**src/hw/rtl/msl_pkg.sv**
```systemverilog
// msl_pkg: shared constants, command codes and control types for the
// median of two sorted lists block; no dependencies
`timescale 1ns / 1ps

package msl_pkg;

    // list capacity and derived widths
    localparam int MAX_LEN = 1024;
    localparam int ADDR_W  = $clog2(MAX_LEN);
    localparam int CNT_W   = $clog2(MAX_LEN + 1);
    localparam int TOT_W   = CNT_W + 1;
    localparam int DATA_W  = 32;
    localparam int RES_W   = DATA_W + 1;
    localparam int CMD_W   = 2;

    // input word command codes
    localparam logic [CMD_W-1:0] CMD_LOAD_FIRST  = 2'd0;
    localparam logic [CMD_W-1:0] CMD_LOAD_SECOND = 2'd1;
    localparam logic [CMD_W-1:0] CMD_COMPUTE     = 2'd2;

    // commands from controller to datapath
    typedef struct packed {
        logic load_first;
        logic load_second;
        logic start;
        logic step;
    } t_cmd;

    // status from datapath to controller
    typedef struct packed {
        logic set_empty;
        logic last_step;
    } t_stat;

endpackage

```
**src/hw/rtl/msl_ctrl.sv**
```systemverilog
// msl_ctrl: controller state machine for the median block
// depends on msl_pkg
`timescale 1ns / 1ps

module msl_ctrl (
    input  logic                      i_clk,
    input  logic                      i_rst_n,
    input  logic                      i_valid,
    input  logic [msl_pkg::CMD_W-1:0] i_cmd,
    output logic                      o_stall,
    output logic                      o_valid,
    input  logic                      i_stall,
    input  msl_pkg::t_stat            i_stat,
    output msl_pkg::t_cmd             o_dp_cmd
);

    import msl_pkg::*;

    localparam logic [1:0] S_IDLE = 2'd0;
    localparam logic [1:0] S_WALK = 2'd1;
    localparam logic [1:0] S_OUT  = 2'd2;

    logic [1:0] r_state;
    logic [1:0] n_state;
    logic       w_free;
    logic       w_accept;

    // input side is open when idle or when the held result leaves now
    assign w_free   = (r_state == S_IDLE) || ((r_state == S_OUT) && !i_stall);
    assign w_accept = i_valid && w_free;
    assign o_stall  = !w_free;
    assign o_valid  = (r_state == S_OUT);

    // next state and datapath commands
    always_comb begin
        n_state  = r_state;
        o_dp_cmd = '0;
        case (r_state)
            S_IDLE, S_OUT: begin
                if (r_state == S_OUT && !i_stall) begin
                    n_state = S_IDLE;
                end
                if (w_accept) begin
                    case (i_cmd)
                        CMD_LOAD_FIRST:  o_dp_cmd.load_first  = 1'b1;
                        CMD_LOAD_SECOND: o_dp_cmd.load_second = 1'b1;
                        CMD_COMPUTE: begin
                            o_dp_cmd.start = 1'b1;
                            n_state = i_stat.set_empty ? S_OUT : S_WALK;
                        end
                        default: ;
                    endcase
                end
            end
            S_WALK: begin
                o_dp_cmd.step = 1'b1;
                if (i_stat.last_step) begin
                    n_state = S_OUT;
                end
            end
            default: n_state = S_IDLE;
        endcase
    end

    // state register
    always_ff @(posedge i_clk) begin
        if (!i_rst_n) begin
            r_state <= S_IDLE;
        end else begin
            r_state <= n_state;
        end
    end

endmodule

```
**config.mk**
```make
export PLATFORM = sky130hd
export DESIGN_NAME = msl_ctrl
export DESIGN_NICKNAME = d
export VERILOG_FILES = /design/src/hw/rtl/msl_pkg.sv /design/src/hw/rtl/msl_ctrl.sv
export SDC_FILE = /design/constraint.sdc
export NUM_CORES = 1
export LEC_CHECK = 0
export BUFFER_PORTS_ARGS = -buffer_cell sky130_fd_sc_hd__buf_2
export CAP_MARGIN = 20
export CORE_AREA = 4 4 41 43
export CTS_BUF_LIST = sky130_fd_sc_hd__clkbuf_16
export DETAILED_ROUTE_END_ITERATION = 10
export DIE_AREA = 0 0 45 47
export PLACE_DENSITY_LB_ADDON = 0.25
export SLEW_MARGIN = 20
export SYNTH_ARGS = -nofsm -noshare
export SYNTH_HDL_FRONTEND = slang
export SYNTH_SLANG_ARGS = --single-unit
```
**constraint.sdc**
```tcl
create_clock -name i_clk -period 1.8 [get_ports i_clk]
set_input_delay 0.45 -clock i_clk [delete_from_list [all_inputs] [get_ports i_clk]]
set_output_delay 0.45 -clock i_clk [all_outputs]
set_load 0.05 [all_outputs]
```
==> results by group <==
Run status
  – Status: finished, final reports clean

Synth
  – Netlist Area Pre-Place: between 100 and 150 µm²
  – Post-synth EDFFs: 0
  – Main flop type after synthesis: dfxtp_1
  – Yosys cell types: 14
  – Syn Inst Count: 18
  – Synth Register Bits: 2
  – Post-synth ARST share: 0%
  – Mapped Nets: 26
  – Share of the synthesized area in the top cell type: 27.1%
  – XOR/XNOR Fraction of Synth Area: 0%
  – Top cells by count, synth: 2 x dfxtp_1, 2 x inv_1, 2 x nor2b_1, 2 x nor3_1
  – Multiplexer share of the synthesized area: 0%
  – Most area-consuming cells after synthesis: dfxtp_1 27%, a21o_4 10%, nor4b_2 10%, nor2b_1 8.5%, nor3_1 6.8%
  – Compound-Gate Fraction of Synth Area: roughly a quarter
  – Main combinational cell family by area after synthesis: simple AND/OR/NAND/NOR gates
  – Synth Warn #: 0
  – Syn Area/Cell: 8.20 µm²
  – Yosys top cell by area: dfxtp_1
  – Simple-Gate Fraction of Synth Area: 44.1%
  – Synth Area in Adders: 0%
  – Register area share after synthesis: roughly 27%

GRT
  – Vias in the first global route: 170
  – First-pass GRT wire length: between 700 and 800 µm
  – Antenna violations before repair: 0
  – Pin count of the biggest net entering global routing: 7
  – Gr ovfl total: 0
  – GR Util All Layers: 5.68%

Timing
  – Worst hold slack: between 0.4 and 0.5 ns
  – Final Worst Setup Slack: 0.125 ns
  – Min Tclk post-route: around 1.7 ns
  – Fin crit share: 93.1%
  – Worst-Margin Slew: 0.250 ns
  – RSZ-0062 raised after global routing: false
  – Count of final setup violators: 0
  – Endpoints failing hold: 0
  – Setup TNS Final: 0 ns
  – Fmax: 597 MHz
  – Worst Skew: 0.000701 ns
  – Slew Viols, Final: 0
  – Slew margin rel.: between 80% and 90%

Clock tree
  – Root buf cell: clkbuf_16
  – CTS tree: done
  – Deepest clock path buffer count: 2
  – Worst-skew pair later-pin latency: 0.22 ns
  – Clock sink count: 2
  – CTS clk-pin slew, worst paths: 0.03 ns
  – Num CTS Buffers: 3
  – H-tree levels: 1

Setup path
  – CP peak stage delay: 0.32 ns
  – CP cell instances: a21o_4, nor4b_4, buf_4
  – Crit path max-delay cell type: dfxtp_1
  – Setup crit start kind: register
  – Crit end category: output pin
  – Crit Path Category: register to output pin
  – Critical path data arrival time: 1.23 ns
  – Crit path max fanout: 6
  – Worst EP required: approximately 1.4 ns

Routing
  – Vias: 185
  – First-pass DRT Iterations: 2
  – Routed WL per cell: 9.43 µm
  – WL final: 462 µm
  – DR vias/cell: 3.78
  – Routed Antenna Nets: 0
  – Initial DRC Count: 1
  – Drt drc: 0

Floorplanning
  – Die W: 45 µm
  – Std-Cell Core Area: 0.00130 mm²
  – Die ar.: 0.00212 mm²
  – Initial Util: ~11%
  – Top Ports: 14
  – Height of the die: 47 µm
  – Row count: 13

Finish
  – Area Growth Syn to Fin: 120%
  – Nets: 44
  – Top flop regs: r_state: 2 flops
  – Number of flip-flops in the largest register: 2
  – Layout Cell Area excl Fill: 325 µm²
  – N_diodes: 0
  – Most flop-heavy register: r_state
  – Share of layout cells above drive strength 1: 58.8%

Power and ir drop
  – Power share of the clock group: 77.1%
  – Maximum VDD drop: 0.000364 V
  – Reg power frac: 11.1%
  – Comb power frac: 11.8%
  – Lkg Pwr: about 0.17 nW
  – Internal Power: around 350 µW
  – Final Power: 430 µW
  – Pwr/cell area: 1320 mW/mm²
  – NetSw: 83.1 µW
  – Switch share: roughly 19%

Placed design
  – PortBufs: 13
  – Setup slack at placement: 0.0771 ns
  – Placement Cell Area: 248 µm²
  – Detail Placement HPWL: 351 µm
  – GP Congestion: 0.609

Min path
  – Hold Path Class: input port to register

Job
  – Max-cap violations: 0
==> through the flow <==
| step | cells | utilization [%] |
|---|---|---|
| CTS | 49 | 24.8 |
| global route | 49 | 25.0 |
| global placement | 46 | 19.0 |
| detailed placement | 46 | 19.0 |
| finish | 49 | 25.0 |
| floorplan | 18 | - |
==> area by class of cell <==
type	instances	area (µm²)
Fill cell	148	976
Multi-Input combinational cell	14	116
Clock buffer	3	75.1
Timing Repair Buffer	13	67.6
Sequential cell	2	40.0
Tap cell	15	18.8
Inverter	2	7.51
==> worst paths after layout <==
check	cells after the start	slack, ns	to	from
max	3	0.12	o_dp_cmd[3]	r_state[1]$_SDFFE_PN0P_
min	2	0.45	r_state[0]$_SDFFE_PN0P_	i_rst_n
max reg2reg	3	0.78	r_state[1]$_SDFFE_PN0P_	r_state[1]$_SDFFE_PN0P_
min reg2reg	2	0.57	r_state[1]$_SDFFE_PN0P_	r_state[0]$_SDFFE_PN0P_
==> worst max-delay path, delay by kind of cell, from the launching register on <==
family,cells,cell delay (ns)
compound gates,1,0.25
buf+inv,1,0.23
flops,1,0.32
simple gates,1,0.20
==> metal layers <==
layer / vias up / wire length [µm] / global-route usage [%] / part of all wire, %
met1: 74 / 202 / 6.33 / 44
met5: - / 0 / 0 / 0
li1: 94 / - / - / -
met2: 15 / 156 / 5.37 / 34
met4: 0 / 10 / 5.26 / 2.2
met3: 2 / 94 / 6.13 / 20
==> cells by family (layout without fill, tap and decap cells) <==
| group | count (synthesis) | count (layout) |
|---|---|---|
| buf+inv | 2 | 18 |
| simple gates | 10 | 10 |
| flops | 2 | 2 |
| compound gates | 4 | 4 |
==> cell usage in the layout (no fill, tap or decap), drive strengths merged <==
master / Yosys / routed
a21o: 1 / 1
and2: 1 / 1
o21bai: 1 / 1
clkbuf: 0 / 3
nor4b: 1 / 1
nand2: 1 / 1
inv: 2 / 2
nor3: 2 / 2
o21ai: 1 / 1
dfxtp: 2 / 2
buf: 0 / 13
and3: 1 / 1
o21a: 1 / 1
nor2b: 2 / 2
nand3b: 1 / 1
nor2: 1 / 1
==> power groups by stage <==
stage / Combinational [mW] / Clock (mW) / Sequential, mW
2_1_floorplan: 0.0331 / 0 / 0.0479
3_3_place_gp: 0.0503 / 0 / 0.0482
3_5_place_dp: 0.0503 / 0 / 0.0481
4_1_cts: 0.0505 / 0.341 / 0.0476
5_1_grt: 0.0547 / 0.347 / 0.0479
6_report: 0.0507 / 0.331 / 0.0476
==> repair_timing <==
item                                    CTS  global route
buffers inserted                          0             0
endpoints found under the setup margin    0             1
hold buffers                              0             0
gates resized for setup                   0             2
(Power assumes the default switching activity.)
